File: src/hdl/sfr_pkg.sv
// shared constants and types for the serial frame receiver
package sfr_pkg;

    // frame layout
    localparam int unsigned PayloadBytes = 7;
    localparam logic [7:0]  HdrFirst     = 8'hAA;
    localparam logic [7:0]  HdrSecond    = 8'hC0;
    localparam logic [7:0]  EndByte      = 8'hAB;

    // store keeps at least the six bytes that the result fields read
    localparam int unsigned StoreDepth   = (PayloadBytes > 6) ? PayloadBytes : 6;
    localparam int unsigned IdxW         = $clog2(StoreDepth);
    localparam int unsigned CountW       = $clog2(PayloadBytes + 1);

    // payload positions of the result fields
    localparam int unsigned PosIdHigh    = 0;
    localparam int unsigned PosIdLow     = 1;
    localparam int unsigned PosStateOne  = 2;
    localparam int unsigned PosStateTwo  = 3;
    localparam int unsigned PosStateThree = 4;
    localparam int unsigned PosReserved  = 5;

    // decoded frame, packed with device_id in the lowest bits
    typedef struct packed {
        logic [7:0]  reserved_byte;
        logic [7:0]  state_three;
        logic [7:0]  state_two;
        logic [7:0]  state_one;
        logic [15:0] device_id;
    } t_result;

endpackage

File: src/hdl/sfr_deframe.sv
// frame hunt state machine, payload store and running checksum
module sfr_deframe (
    input  logic                i_clk,
    input  logic                i_rst_n,
    input  logic                i_en,        // consume i_rx_byte this cycle
    input  logic [7:0]          i_rx_byte,
    output logic                o_res_valid,
    output sfr_pkg::t_result    o_res
);

    localparam logic [1:0] PH_HUNT    = 2'd0;
    localparam logic [1:0] PH_GOT_AA  = 2'd1;
    localparam logic [1:0] PH_PAYLOAD = 2'd2;

    localparam logic [sfr_pkg::CountW-1:0] LastCount =
        sfr_pkg::CountW'(sfr_pkg::PayloadBytes);
    localparam logic [sfr_pkg::CountW-1:0] SumCount =
        sfr_pkg::CountW'(sfr_pkg::PayloadBytes - 1);

    // store positions read at fixed places
    localparam logic [sfr_pkg::IdxW-1:0] IdxCheck =
        sfr_pkg::IdxW'(sfr_pkg::PayloadBytes - 1);
    localparam logic [sfr_pkg::IdxW-1:0] IdxIdHigh =
        sfr_pkg::IdxW'(sfr_pkg::PosIdHigh);
    localparam logic [sfr_pkg::IdxW-1:0] IdxIdLow =
        sfr_pkg::IdxW'(sfr_pkg::PosIdLow);
    localparam logic [sfr_pkg::IdxW-1:0] IdxStateOne =
        sfr_pkg::IdxW'(sfr_pkg::PosStateOne);
    localparam logic [sfr_pkg::IdxW-1:0] IdxStateTwo =
        sfr_pkg::IdxW'(sfr_pkg::PosStateTwo);
    localparam logic [sfr_pkg::IdxW-1:0] IdxStateThree =
        sfr_pkg::IdxW'(sfr_pkg::PosStateThree);
    localparam logic [sfr_pkg::IdxW-1:0] IdxReserved =
        sfr_pkg::IdxW'(sfr_pkg::PosReserved);

    logic [1:0]                  r_phase, n_phase;
    logic [sfr_pkg::CountW-1:0]  r_count, n_count;
    logic [7:0]                  r_sum, n_sum;
    logic [7:0]                  r_store [sfr_pkg::StoreDepth];
    logic                        w_store_en;
    logic [sfr_pkg::IdxW-1:0]    w_store_idx;

    // next state
    always_comb begin
        n_phase     = r_phase;
        n_count     = r_count;
        n_sum       = r_sum;
        w_store_en  = 1'b0;
        w_store_idx = sfr_pkg::IdxW'(r_count);
        o_res_valid = 1'b0;
        case (r_phase)
            PH_GOT_AA: begin
                if (i_rx_byte == sfr_pkg::HdrSecond) begin
                    n_phase = PH_PAYLOAD;
                    n_count = '0;
                end
            end
            PH_PAYLOAD: begin
                if (r_count != LastCount) begin
                    w_store_en = 1'b1;
                    n_count    = r_count + 1'b1;
                    // checksum covers all payload bytes but the last
                    if (r_count == '0) begin
                        n_sum = i_rx_byte;
                    end else if (r_count < SumCount) begin
                        n_sum = r_sum + i_rx_byte;
                    end
                end else begin
                    n_phase     = PH_HUNT;
                    n_count     = '0;
                    o_res_valid = (i_rx_byte == sfr_pkg::EndByte) &&
                                  (r_sum == r_store[IdxCheck]);
                end
            end
            default: begin
                // hunting, unused code acts the same
                n_phase = (i_rx_byte == sfr_pkg::HdrFirst) ? PH_GOT_AA : PH_HUNT;
                n_count = '0;
            end
        endcase
        if (!i_en) begin
            o_res_valid = 1'b0;
        end
    end

    // result fields; bytes past the payload length read as zero
    always_comb begin
        o_res = '0;
        if (sfr_pkg::PayloadBytes > sfr_pkg::PosIdHigh) begin
            o_res.device_id[15:8] = r_store[IdxIdHigh];
        end
        if (sfr_pkg::PayloadBytes > sfr_pkg::PosIdLow) begin
            o_res.device_id[7:0] = r_store[IdxIdLow];
        end
        if (sfr_pkg::PayloadBytes > sfr_pkg::PosStateOne) begin
            o_res.state_one = r_store[IdxStateOne];
        end
        if (sfr_pkg::PayloadBytes > sfr_pkg::PosStateTwo) begin
            o_res.state_two = r_store[IdxStateTwo];
        end
        if (sfr_pkg::PayloadBytes > sfr_pkg::PosStateThree) begin
            o_res.state_three = r_store[IdxStateThree];
        end
        if (sfr_pkg::PayloadBytes > sfr_pkg::PosReserved) begin
            o_res.reserved_byte = r_store[IdxReserved];
        end
    end

    // control registers
    always_ff @(posedge i_clk) begin
        if (!i_rst_n) begin
            r_phase <= PH_HUNT;
            r_count <= '0;
        end else if (i_en) begin
            r_phase <= n_phase;
            r_count <= n_count;
        end
    end

    // checksum and payload store
    always_ff @(posedge i_clk) begin
        if (i_en) begin
            r_sum <= n_sum;
            if (w_store_en) begin
                r_store[w_store_idx] <= i_rx_byte;
            end
        end
    end

endmodule

File: src/hdl/sfr_out_buf.sv
// result register with skid stage toward the output stream
module sfr_out_buf (
    input  logic                i_clk,
    input  logic                i_rst_n,
    input  logic                i_push,
    input  sfr_pkg::t_result    i_data,
    output logic                o_ready,     // room for one more item
    output logic                o_valid,
    input  logic                i_ready,
    output sfr_pkg::t_result    o_data
);

    logic             r_main_valid, n_main_valid;
    logic             r_skid_valid, n_skid_valid;
    sfr_pkg::t_result r_main, n_main;
    sfr_pkg::t_result r_skid, n_skid;
    logic             w_pop;

    assign w_pop   = r_main_valid && i_ready;
    assign o_ready = !r_skid_valid;
    assign o_valid = r_main_valid;
    assign o_data  = r_main;

    // move items between main and skid registers
    always_comb begin
        n_main_valid = r_main_valid;
        n_skid_valid = r_skid_valid;
        n_main       = r_main;
        n_skid       = r_skid;
        if (w_pop) begin
            if (r_skid_valid) begin
                n_main       = r_skid;
                n_skid_valid = 1'b0;
            end else begin
                n_main_valid = i_push;
                n_main       = i_data;
            end
        end else if (i_push) begin
            if (!r_main_valid) begin
                n_main_valid = 1'b1;
                n_main       = i_data;
            end else begin
                n_skid_valid = 1'b1;
                n_skid       = i_data;
            end
        end
    end

    always_ff @(posedge i_clk) begin
        if (!i_rst_n) begin
            r_main_valid <= 1'b0;
            r_skid_valid <= 1'b0;
        end else begin
            r_main_valid <= n_main_valid;
            r_skid_valid <= n_skid_valid;
        end
    end

    always_ff @(posedge i_clk) begin
        r_main <= n_main;
        r_skid <= n_skid;
    end

endmodule

File: src/hdl/serial_frame_receiver.sv
// serial frame receiver top level: input register, deframer, output buffer
//
//  channel   direction  tdata fields (low bit up)
//  s_axis    in         rx_byte[7:0]
//  m_axis    out        device_id[15:0], state_one, state_two, state_three,
//                       reserved_byte (8 bit each, 48 bits total)
//
// one byte per cycle while the output buffer has room; a byte waits in the input
// register for the deframer, and a result is registered in the output buffer
// reset (i_rst_n low, synchronous) returns to hunting and empties both stages
// the output has a skid register, so s_axis keeps flowing while a result waits;
// s_axis_tready drops only once two results are queued and m_axis is stalled
module serial_frame_receiver (
    input  logic        i_clk,
    input  logic        i_rst_n,
    input  logic        s_axis_tvalid,
    output logic        s_axis_tready,
    input  logic [7:0]  s_axis_tdata,   // rx_byte[7:0]
    output logic        m_axis_tvalid,
    input  logic        m_axis_tready,
    output logic [47:0] m_axis_tdata    // device_id, state_one, state_two,
                                        // state_three, reserved_byte
);

    logic             r_in_valid;
    logic [7:0]       r_in_byte;
    logic             w_buf_ready;
    logic             w_consume;
    logic             w_res_valid;
    sfr_pkg::t_result w_res;
    sfr_pkg::t_result w_out;

    assign w_consume     = r_in_valid && w_buf_ready;
    assign s_axis_tready = !r_in_valid || w_buf_ready;

    // input register
    always_ff @(posedge i_clk) begin
        if (!i_rst_n) begin
            r_in_valid <= 1'b0;
        end else if (s_axis_tready) begin
            r_in_valid <= s_axis_tvalid;
        end
    end

    always_ff @(posedge i_clk) begin
        if (s_axis_tready && s_axis_tvalid) begin
            r_in_byte <= s_axis_tdata;
        end
    end

    sfr_deframe u_deframe (
        .i_clk       (i_clk),
        .i_rst_n     (i_rst_n),
        .i_en        (w_consume),
        .i_rx_byte   (r_in_byte),
        .o_res_valid (w_res_valid),
        .o_res       (w_res)
    );

    sfr_out_buf u_out_buf (
        .i_clk   (i_clk),
        .i_rst_n (i_rst_n),
        .i_push  (w_res_valid),
        .i_data  (w_res),
        .o_ready (w_buf_ready),
        .o_valid (m_axis_tvalid),
        .i_ready (m_axis_tready),
        .o_data  (w_out)
    );

    assign m_axis_tdata = w_out;

endmodule

File: config.mk
export PLATFORM = sky130hd
export DESIGN_NAME = serial_frame_receiver
export DESIGN_NICKNAME = d
export VERILOG_FILES = /design/src/hdl/sfr_pkg.sv /design/src/hdl/sfr_deframe.sv /design/src/hdl/sfr_out_buf.sv /design/src/hdl/serial_frame_receiver.sv
export SDC_FILE = /design/constraint.sdc
export NUM_CORES = 1
export LEC_CHECK = 0
export ABC_AREA = 1
export ABC_CLOCK_PERIOD_IN_PS = 6460
export BUFFER_PORTS_ARGS = -buffer_cell sky130_fd_sc_hd__buf_2
export CAP_MARGIN = 20
export CORE_UTILIZATION = 59
export CTS_CLUSTER_SIZE = 12
export DETAILED_ROUTE_END_ITERATION = 10
export HOLD_SLACK_MARGIN = 0.1
export PLACE_DENSITY = 0.79
export REMOVE_ABC_BUFFERS = 1
export SKIP_LAST_GASP = 1
export SLEW_MARGIN = 0
export SYNTH_ARGS = -nofsm -noshare
export SYNTH_HDL_FRONTEND = slang
export SYNTH_SLANG_ARGS = --single-unit
export TNS_END_PERCENT = 20
File: constraint.sdc
create_clock -name i_clk -period 6.46 [get_ports i_clk]
set_clock_uncertainty 0.05 [all_clocks]
set_input_delay 0.969 -clock i_clk [delete_from_list [all_inputs] [get_ports i_clk]]
set_output_delay 0.969 -clock i_clk [all_outputs]
set_load 0.05 [all_outputs]
== Word level (Yosys, flattened, before mapping) ==
Memories as Yosys holds them, arrays and structs flattened.
Index checks and enable logic that the tools add are counted.

* Flip-flop bits (word level): 120
* Bits in latches: 0
* Bits in writable memories: 56
* ROM bits: 0
* Input port bits: 12
* Output and inout bits: 50
* Memories: 1

{| class="wikitable"
|+ Memories
! memory !! words !! width !! read ports !! clocked after Yosys merged registers in !! wr ports !! RTL line !! source
|-
| u_deframe.r_store || 7 || 8 || 7 || 0 || 1 || sfr_deframe.sv:39 || <nowiki>logic [7:0] r_store [sfr_pkg::StoreDepth];</nowiki>
|}

* Add/subtract/negate cells: 2
* Multipliers: 0
* Divide/modulo/power cells: 0
* $lt $le $gt $ge: 1
* Equality and inequality tests: 11
* Shift-type cells: 0
* Mux-type cells: 24
* Bitwise gates (word level): 2
* Reductions and logical operators: 18

{| class="wikitable"
|+ Operator list
! kind !! count
|-
| $mux 48 || 4
|-
| $eq 8x8->1 const B || 3
|-
| $mux 8 || 2
|-
| $mux 1 || 12
|-
| $add 8x8->8 || 1
|-
| $eq 8x8->1 || 1
|-
| $reduce_and 2->1 || 4
|-
| $mux 3 || 2
|-
| $ne 2x2->1 const B || 3
|-
| $pmux 3 s2 || 1
|-
| $reduce_and 3->1 || 2
|-
| $logic_and 1x1->1 || 4
|-
| $mux 2 || 2
|-
| $pmux 2 s2 || 1
|-
| $reduce_and 4->1 || 1
|-
| $reduce_bool 2->1 || 2
|-
| $add 3x1->3 const B || 1
|-
| $logic_not 3->1 || 1
|-
| $lt 3x3->1 const B || 1
|-
| $ne 3x3->1 const B || 1
|-
| $eq 2x1->1 const B || 1
|-
| $eq 2x2->1 const B || 1
|-
| $logic_not 1->1 || 2
|-
| $ne 2x1->1 const B || 1
|-
| 3 further kinds || 4
|}

== Logic depth before layout (Yosys ltp) ==
Gate-level depths: netlist of run 1.
An unclocked memory read counts as a cell.

* Depth in word-level cells: 8
* Gate-level depth with buffers: 9
* Depth with buffers taken out: 9

== Hierarchy ==
From an unflattened synthesis of run 1, not the netlist that was laid out.

* Cell total of the unflattened synthesis: 518
* Area total of the unflattened synthesis: 6896.6 um^2

{| class="wikitable"
|+ Modules (own cells, without submodules)
! module !! times used !! cells an instance !! area an instance (um^2) !! seq. area each (um^2)
|-
| sfr_out_buf || 1 || 270 || 3734.8 || 2922.8
|-
| sfr_deframe || 1 || 231 || 2862.7 || 2021.9
|-
| serial_frame_receiver || 1 || 17 || 299.0 || 260.2
|}

== Worst setup path before layout of run 1 ==
OpenSTA, ideal clock, no wires.

* Path kind: flip-flop to flip-flop
* Start point: register u_deframe.r_count[1] (netlist name)
* End point: register u_out_buf.r_main (netlist bit u_out_buf.o_data[0]), enable pin
* Data arrival time: 4.476 ns
* Required time: 5.890 ns
* Path slack: 1.414 ns
* Stages on the path, launching flop included: 9
* Clock period less this slack: 5.046 ns
* Cell sequence: dfxtp_1 ha_1 ha_1 nand2_1 nor2_1 nand2_1 nor2_1 nand3_1 o21ai_0

* Cells in the longest elaborated chain, start to end: 6

{| class="wikitable"
|+ Ends and longest elaborated chain
! what !! RTL line !! source
|-
| start: declaration || sfr_deframe.sv:37 || <nowiki>logic [sfr_pkg::CountW-1:0] r_count, n_count;</nowiki>
|-
| start signal: assignment || sfr_deframe.sv:116 || <nowiki>r_count <= n_count;</nowiki>
|-
| $ne 3x3->1 || sfr_deframe.sv:59 || <nowiki>if (r_count != LastCount) begin</nowiki>
|-
| $mux 1 || sfr_deframe.sv:59 ||
|-
| $mux 1 || sfr_deframe.sv:51 || <nowiki>case (r_phase)</nowiki>
|-
| $mux 1 || sfr_deframe.sv:81 || <nowiki>if (!i_en) begin</nowiki>
|-
| $reduce_bool 2->1 (no source line) || -- ||
|-
| $reduce_and 2->1 (no source line) || -- ||
|-
| end signal: assignment || sfr_out_buf.sv:60 || <nowiki>r_main <= n_main;</nowiki>
|-
| end: declaration || sfr_out_buf.sv:15 || <nowiki>sfr_pkg::t_result r_main, n_main;</nowiki>
|}

No other way between the ends.
A chain may end at the register's enable or synchronous reset.

== Worst setup path in the final report of run 1 ==
* Start point: register r_in_byte[3]
* End point: register u_out_buf.r_skid[32] (netlist name), enable pin

* Cells in the longest elaborated chain, start to end: 6

{| class="wikitable"
|+ Ends and longest elaborated chain
! what !! RTL line !! source
|-
| start: declaration || serial_frame_receiver.sv:26 || <nowiki>logic [7:0] r_in_byte;</nowiki>
|-
| start signal: assignment || serial_frame_receiver.sv:47 || <nowiki>r_in_byte <= s_axis_tdata;</nowiki>
|-
| $eq 8x8->1 || sfr_deframe.sv:71 || <nowiki>o_res_valid = (i_rx_byte == sfr_pkg::EndByte) &&</nowiki>
|-
| $logic_and 1x1->1 || sfr_deframe.sv:71 ||
|-
| $mux 1 || sfr_deframe.sv:59 ||
|-
| $mux 1 || sfr_deframe.sv:51 ||
|-
| $mux 1 || sfr_deframe.sv:81 ||
|-
| $reduce_and 3->1 (no source line) || -- ||
|-
| end signal: assignment || sfr_out_buf.sv:61 || <nowiki>r_skid <= n_skid;</nowiki>
|-
| end: declaration || sfr_out_buf.sv:16 || <nowiki>sfr_pkg::t_result r_skid, n_skid;</nowiki>
|}

No other way between the ends.

==> impl_metrics.toml, run 1 <==
[timing]
fin_setup_tns_ns = 0
relSlewSlack = 0.463
slew_viol_final = 0
tightest_slew_ns = 0.803
fin_crit_ns = 2.58
finalHoldViolations = 0
setup_viol = 0
period_share = 0.400
rsz0062_at_grt = "no"
fmax_mhz = 387

[critical_path]
end_kind = "flop"
cp_top_family = "simple AND/OR/NAND/NOR gates"
crit_path_cell_trace = "inv_1 > nor2_1 > nand4_1 > nor2_1 > nand3_1 > nor3_2 > buf_4"
cpMaxStageDelayCell = "edfxtp_1"
r2r_start = "r_in_byte[3]"
crit_arrival_ns = 2.59
reg2reg_depth = 7
start_kind = "flop"
reg2reg_to = "u_out_buf.r_skid[32]"
r2r_slack_ns = 3.88
critPathKind = "flop to flop"
critPathMaxStageDelay_ns = 0.62
worst-path-max-fanout = 48
cp.required_ns = 6.47
crit_top_cell = "nor2_1"
path_buf_inv = 2

[routing]
first_iter_violations = 260
drtAntennaViolNets = 0
finalWirelength_mm = 12.2
vias = 3779
vias_per_cell = 5.61
remaining_drc_errors = 0
wl_per_cell_um = 18.1
dr.pass1.iters = 5

[placement]
placed_area_um2 = 7360
dp_hpwl_mm = 7.33
place_congestion = 0.885
portBuffers = 61

[yosys]
yosysUniqueCellTypes = 23
synth.most_common_cell = "edfxtp_1"
synth-seq-area-share = 0.756
syn_area_um2 = 6890
yosys-top-cells-count = "edfxtp_1, nand2_1, inv_1"
synth_warnings = 0
synthArstFlopShare = 0
avgSynthCellArea_um2 = 15.6
synth-seq-cells = 176
synth_top_area_share = 0.732
synth_edf_count = 168
yosysTopAreaCell = "edfxtp_1"
synthesis.instances = 441
yosys-top-cells-area = "edfxtp_1, mux2_2, mux2_4"
synth-main-ff-cell = "edfxtp_1"

[floorplanning]
ios = 62
start_util = 0.603
die-height_um = 110
die_w_um = 110
dieArea_um2 = 12100
core_um2 = 11400
rows = 39

[power]
p_int_mw = 2.02
powerDensity_nw_per_um2 = 307
max-vdd-ir-drop_mv = 0.228
power_leakage_nw = 3.03
p_seq_frac = 0.508
pwr-share-comb = 0.013
switchingPower_mw = 0.450
clockPowerShare = 0.478
p_sw_frac = 0.182

[clocking]
clkSinkCount = 176
worstSkewPairLatency_ns = 0.43
cts-buffers-inserted = 17
clk_pin_slew_worst_paths_ns = 0.06
cts_root_buffer = "clkbuf_16"
cts_tree = "yes"
ctsHoldBuffers = 0
cts_htree_levels = 4
cts_buffer_depth = 2
cts_resized = 0
postCtsSetupBuffers = 0

[global_route]
grt_use_total = 0.221
grt_pass1_vias = 3677
grt_overflow = 0
grt_max_degree = 49
antenna_found_initial = 0
grt_pass1_wl_mm = 18.8

[cells_and_area]
area_growth_syn_to_layout_pct = 16.9
drive_gt1_frac = 0.275
num-nets-final = 543
antennaDiodeCount = 0
final_area_um2 = 8050

[worst_hold_path]
hold_path_class = "flop to flop"
whs_endpoint = "u_out_buf.r_skid[5]"
whs_path_depth = 0
min_from = "u_deframe.r_store[1][5]"

[run]
maxCapViolations = 0

[outcome]
status = "finished, final reports clean"
[worst reg2reg max path: stages (launching register included)]
cell and delay (ns):
edfxtp_1 0.62, inv_1 0.15, nor2_1 0.23, nand4_1 0.11, nor2_1 0.14, nand3_1 0.18, nor3_2 0.14, buf_4 0.54
[worst max path at each step]
stage                    startpoint                    to  depth (start not counted)
3_3_place_gp          m_axis_tready  u_out_buf.o_data[47]                          4
4_1_cts                r_in_byte[3]  u_out_buf.o_data[37]                          7
6_report               r_in_byte[3]  u_out_buf.r_skid[32]                          7
5_1_grt                r_in_byte[4]  u_out_buf.o_data[38]                          8
3_5_place_dp           r_in_byte[3]  u_out_buf.o_data[46]                          7
2_1_floorplan  u_deframe.r_count[1]   u_out_buf.o_data[0]                          8
[cell type report]
class / count / area (um^2)
sequential: 176 / 5200
timing repair buffer: 64 / 328
fill: 707 / 3370
clock inverter: 15 / 263
multi-input combinational: 219 / 1500
inverter: 40 / 150
clock buffer: 17 / 425
tap: 143 / 179
[kinds of logic (layout without fill, tap and decap cells)]
| group | after synthesis | after routing | share of synthesized area |
|---|---|---|---|
| adder cells (fa/ha/maj) | 13 | 13 | 0.0247 |
| AO/OA/AOI/OAI | 25 | 25 | 0.0189 |
| flip-flops | 176 | 176 | 0.756 |
| multiplexers | 48 | 48 | 0.0894 |
| XOR/XNOR | 3 | 3 | 0.00382 |
| buffers and inverters | 46 | 136 | 0.0289 |
| AND/OR/NAND/NOR | 130 | 130 | 0.0787 |
[layer usage]
metal | vias to the layer above | track usage | wire, um
met3 | 34 | 0.0670 | 883
met5 | - | 0 | 0
li1 | 1753 | - | -
met2 | 179 | 0.343 | 5880
met1 | 1813 | 0.277 | 5050
met4 | 0 | 0.126 | 392
[state kept, by name, indices dropped and copies added (netlist names)]
register	cells
u_deframe.r_store	56
u_out_buf.o_data	48
u_out_buf.r_skid	48
r_in_byte	8
u_deframe.r_sum	8
u_deframe.r_count	3
u_deframe.r_phase	2
r_in_valid	1
u_out_buf.o_valid	1
u_out_buf.r_skid_valid	1
[placed cells by master, fill, tap and decap left out]
cell type,synthesis,routed
or2_2,1,1
mux2_2,28,28
xor2_1,1,1
clkinv_1,0,2
buf_4,0,3
bufinv_16,0,7
inv_6,0,2
clkinv_4,0,2
clkinv_2,0,2
dfxtp_1,8,8
o21a_1,1,1
inv_1,40,40
nor3_2,0,1
o21ai_4,0,1
clkbuf_16,0,17
nand3_1,13,13
mux2_4,20,20
fa_1,1,1
buf_2,3,61
nand3_2,1,1
nand2_1,75,75
o21ai_0,7,6
ha_1,12,12
nand4_1,10,10
a21oi_1,15,15
edfxtp_1,168,168
xnor2_1,2,2
and3_1,1,1
nor2_1,28,28
o22ai_1,2,2
[stage by stage]
stage | util | total power, mW | instances | worst slack (ns) | hold WS (ns)
2_1_floorplan | - | 1.29 | 435 | 1.41 | 0.370
3_3_place_gp | 0.645 | 1.31 | 642 | 3.96 | 0.378
3_5_place_dp | 0.645 | 1.31 | 642 | 3.92 | 0.382
4_1_cts | 0.705 | 2.48 | 674 | 3.91 | 0.402
5_1_grt | 0.705 | 2.53 | 674 | 3.76 | 0.411
6_report | 0.705 | 2.47 | 674 | 3.88 | 0.400
[power by group through the flow]
stage / clock [mW] / sequential (mW) / combinational (mW)
2_1_floorplan: 0 / 1.27 / 0.0223
3_3_place_gp: 0 / 1.28 / 0.0305
3_5_place_dp: 0 / 1.28 / 0.0320
4_1_cts: 1.19 / 1.25 / 0.0324
5_1_grt: 1.23 / 1.25 / 0.0378
6_report: 1.18 / 1.25 / 0.0331
(Power assumes the default switching activity.)
==> run 2: changes to the inputs <==
Settings changed: ABC_CLOCK_PERIOD_IN_PS 6460 to 2550.
Clock period 6.46 ns to 2.55 ns, I/O delays scaled along.
==> run 2 against run 1 <==
  * Flip-flop and latch count did not move
  * Sequential share of layout area fell by 1.2 points
  * Final cell count rose by 3.0%
  * Hold slack got worse by 0.22 ns
  * Non-clock buffer count rose by 20
  * Setup slack got worse by 3.6 ns
  * Wire length rose by 5.8%
  * Maximum frequency rose by 14%
  * Final area rose by 1.9%
  * Sequential power rose to 2.5 times the previous value
  * First-iteration DRC count rose by 41%
  * Critical endpoint is now u_out_buf.r_skid[41]
  * Largest power group unchanged
==> impl_metrics.toml, run 2 (synthesis results as in run 1) <==
[outcome]
status = "finished, final reports clean"

[global_route]
grt_pass1_wl_mm = 19.5
grt_max_degree = 49
grt_use_total = 0.229
antenna_found_initial = 0
globalRouteMet1Util = 0.299
grt_overflow = 0
grt_busiest_layer = "met2"
grtUsageMet3 = 0.0594
grt_pass1_vias = 3664
gr-usage-met2 = 0.363

[critical_path]
worst-path-max-fanout = 48
start_kind = "flop"
end_kind = "flop"
cp.required_ns = 2.60
critPathKind = "flop to flop"
r2r_slack_ns = 0.28
reg2reg_depth = 9
reg2reg_to = "u_out_buf.r_skid[41]"
r2r_start = "u_deframe.r_count[1]"
crit_arrival_ns = 2.32

[routing]
first_iter_violations = 367
vias_per_cell = 5.52
drtAntennaViolNets = 0
wl_per_cell_um = 18.6
vias = 3829
finalWirelength_mm = 12.9
remaining_drc_errors = 0
dr.pass1.iters = 4

[floorplanning]
rows = 39
ios = 62
die-height_um = 110
dieArea_um2 = 12100
start_util = 0.603
die_w_um = 110
core_um2 = 11400

[worst_hold_path]
hold_path_class = "input port to flop"
whs_endpoint = "r_in_valid"
min_from = "s_axis_tvalid"
whs_path_depth = 3

[timing]
fmax_mhz = 440
slew_viol_final = 0
tightest_slew_ns = 0.677
relSlewSlack = 0.547
fin_setup_tns_ns = 0
period_share = 0.890
setup_viol = 0
fin_crit_ns = 2.27
finalHoldViolations = 0
rsz0062_at_grt = "no"

[power]
clockPowerShare = 0.459
max-vdd-ir-drop_mv = 0.494
p_int_mw = 4.86
switchingPower_mw = 1.20
powerDensity_nw_per_um2 = 739
total_power_mw = 6.06
pwr-share-comb = 0.020
power_leakage_nw = 3.10
p_seq_frac = 0.521
p_sw_frac = 0.198

[cells_and_area]
area_growth_syn_to_layout_pct = 19.1
largest_reg_flops = 56
final_common_cell = "edfxtp_1"
drive_gt1_frac = 0.287
antennaDiodeCount = 0
top_register = "u_deframe.r_store"
layout_common_cells = "edfxtp_1, nand2_1, buf_2"
num-nets-final = 563

[clocking]
cts_root_buffer = "clkbuf_16"
ctsHoldBuffers = 8
worstSkewPairLatency_ns = 0.43
cts_tree = "yes"
clk_pin_slew_worst_paths_ns = 0.06
cts_htree_levels = 4
cts_resized = 0
cts-buffers-inserted = 17
clkSinkCount = 176
cts_buffer_depth = 2
postCtsSetupBuffers = 0

[placement]
place_congestion = 0.931
portBuffers = 61
dp_hpwl_mm = 7.63

[run]
maxCapViolations = 0
-- run 2: cell count changes in the layout (fill, tap and decap cells not counted), moves of 2 or more --
cell and change:
buf_4 +9, buf_12 +3, bufinv_16 -3, inv_6 +2, clkinv_1 -2, clkbuf_1 +2, clkinvlp_4 +2, clkinv_2 -2
dlygate4sd3_1 +8
-- run 2: stage by stage --
| step | hold WS (ns) | instances | util | worst slack (ns) | instance area (um^2) |
|---|---|---|---|---|---|
| finish | 0.179 | 694 | 0.718 | 0.280 | 8200 |
| global route | 0.194 | 694 | 0.718 | 0.130 | 8200 |
| CTS | 0.170 | 694 | 0.718 | 0.302 | 8200 |
| detailed placement | 0.386 | 654 | 0.656 | 0.360 | 7490 |
| global placement | 0.376 | 654 | 0.656 | 0.418 | 7490 |
| floorplan | 0.370 | 435 | - | -2.50 | 6840 |
-- run 2: how the worst max path moves through the flow --
stage	slack, ns	end	from	cells past startpoint
after floorplan	-2.50	u_out_buf.o_data[0]	u_deframe.r_count[1]	8
after global placement	0.42	u_out_buf.r_skid[39]	u_deframe.r_count[1]	9
after detailed placement	0.36	u_out_buf.r_skid[39]	u_deframe.r_count[1]	9
after CTS	0.30	u_out_buf.r_skid[35]	u_deframe.r_count[1]	9
after global routing	0.13	u_out_buf.r_skid[33]	u_deframe.r_count[1]	9
final	0.28	u_out_buf.r_skid[41]	u_deframe.r_count[1]	9
-- run 2: power by group through the flow --
stage	Clock, mW	Sequential (mW)	Combinational (mW)
after floorplan	0	3.22	0.0565
after global routing	2.92	3.16	0.135
after detailed placement	0	3.22	0.111
after global placement	0	3.22	0.107
final	2.78	3.16	0.122
after CTS	2.81	3.16	0.120
-- run 2: cell type report --
type	instances	area, um^2
multi-input combinational	219	1500
tap	143	179
timing repair buffer	84	536
sequential	176	5200
clock inverter	13	199
inverter	40	150
clock buffer	19	433
fill	730	3220
-- run 2: metal layers --
layer / share of wire / up-vias
li1: - / 1784
met1: 0.43 / 1844
met2: 0.49 / 170
met3: 0.057 / 31
met4: 0.028 / 0
met5: 0 / -
-- run 2: worst max-delay path, stage by stage (launching register included) --
cell and delay, ns:
dfxtp_1 0.41, ha_1 0.20, ha_1 0.20, nand2_1 0.07, nor2_1 0.10, nand2_1 0.06, nor2_1 0.11, nand3_1 0.19
nor3_2 0.24, buf_12 0.29
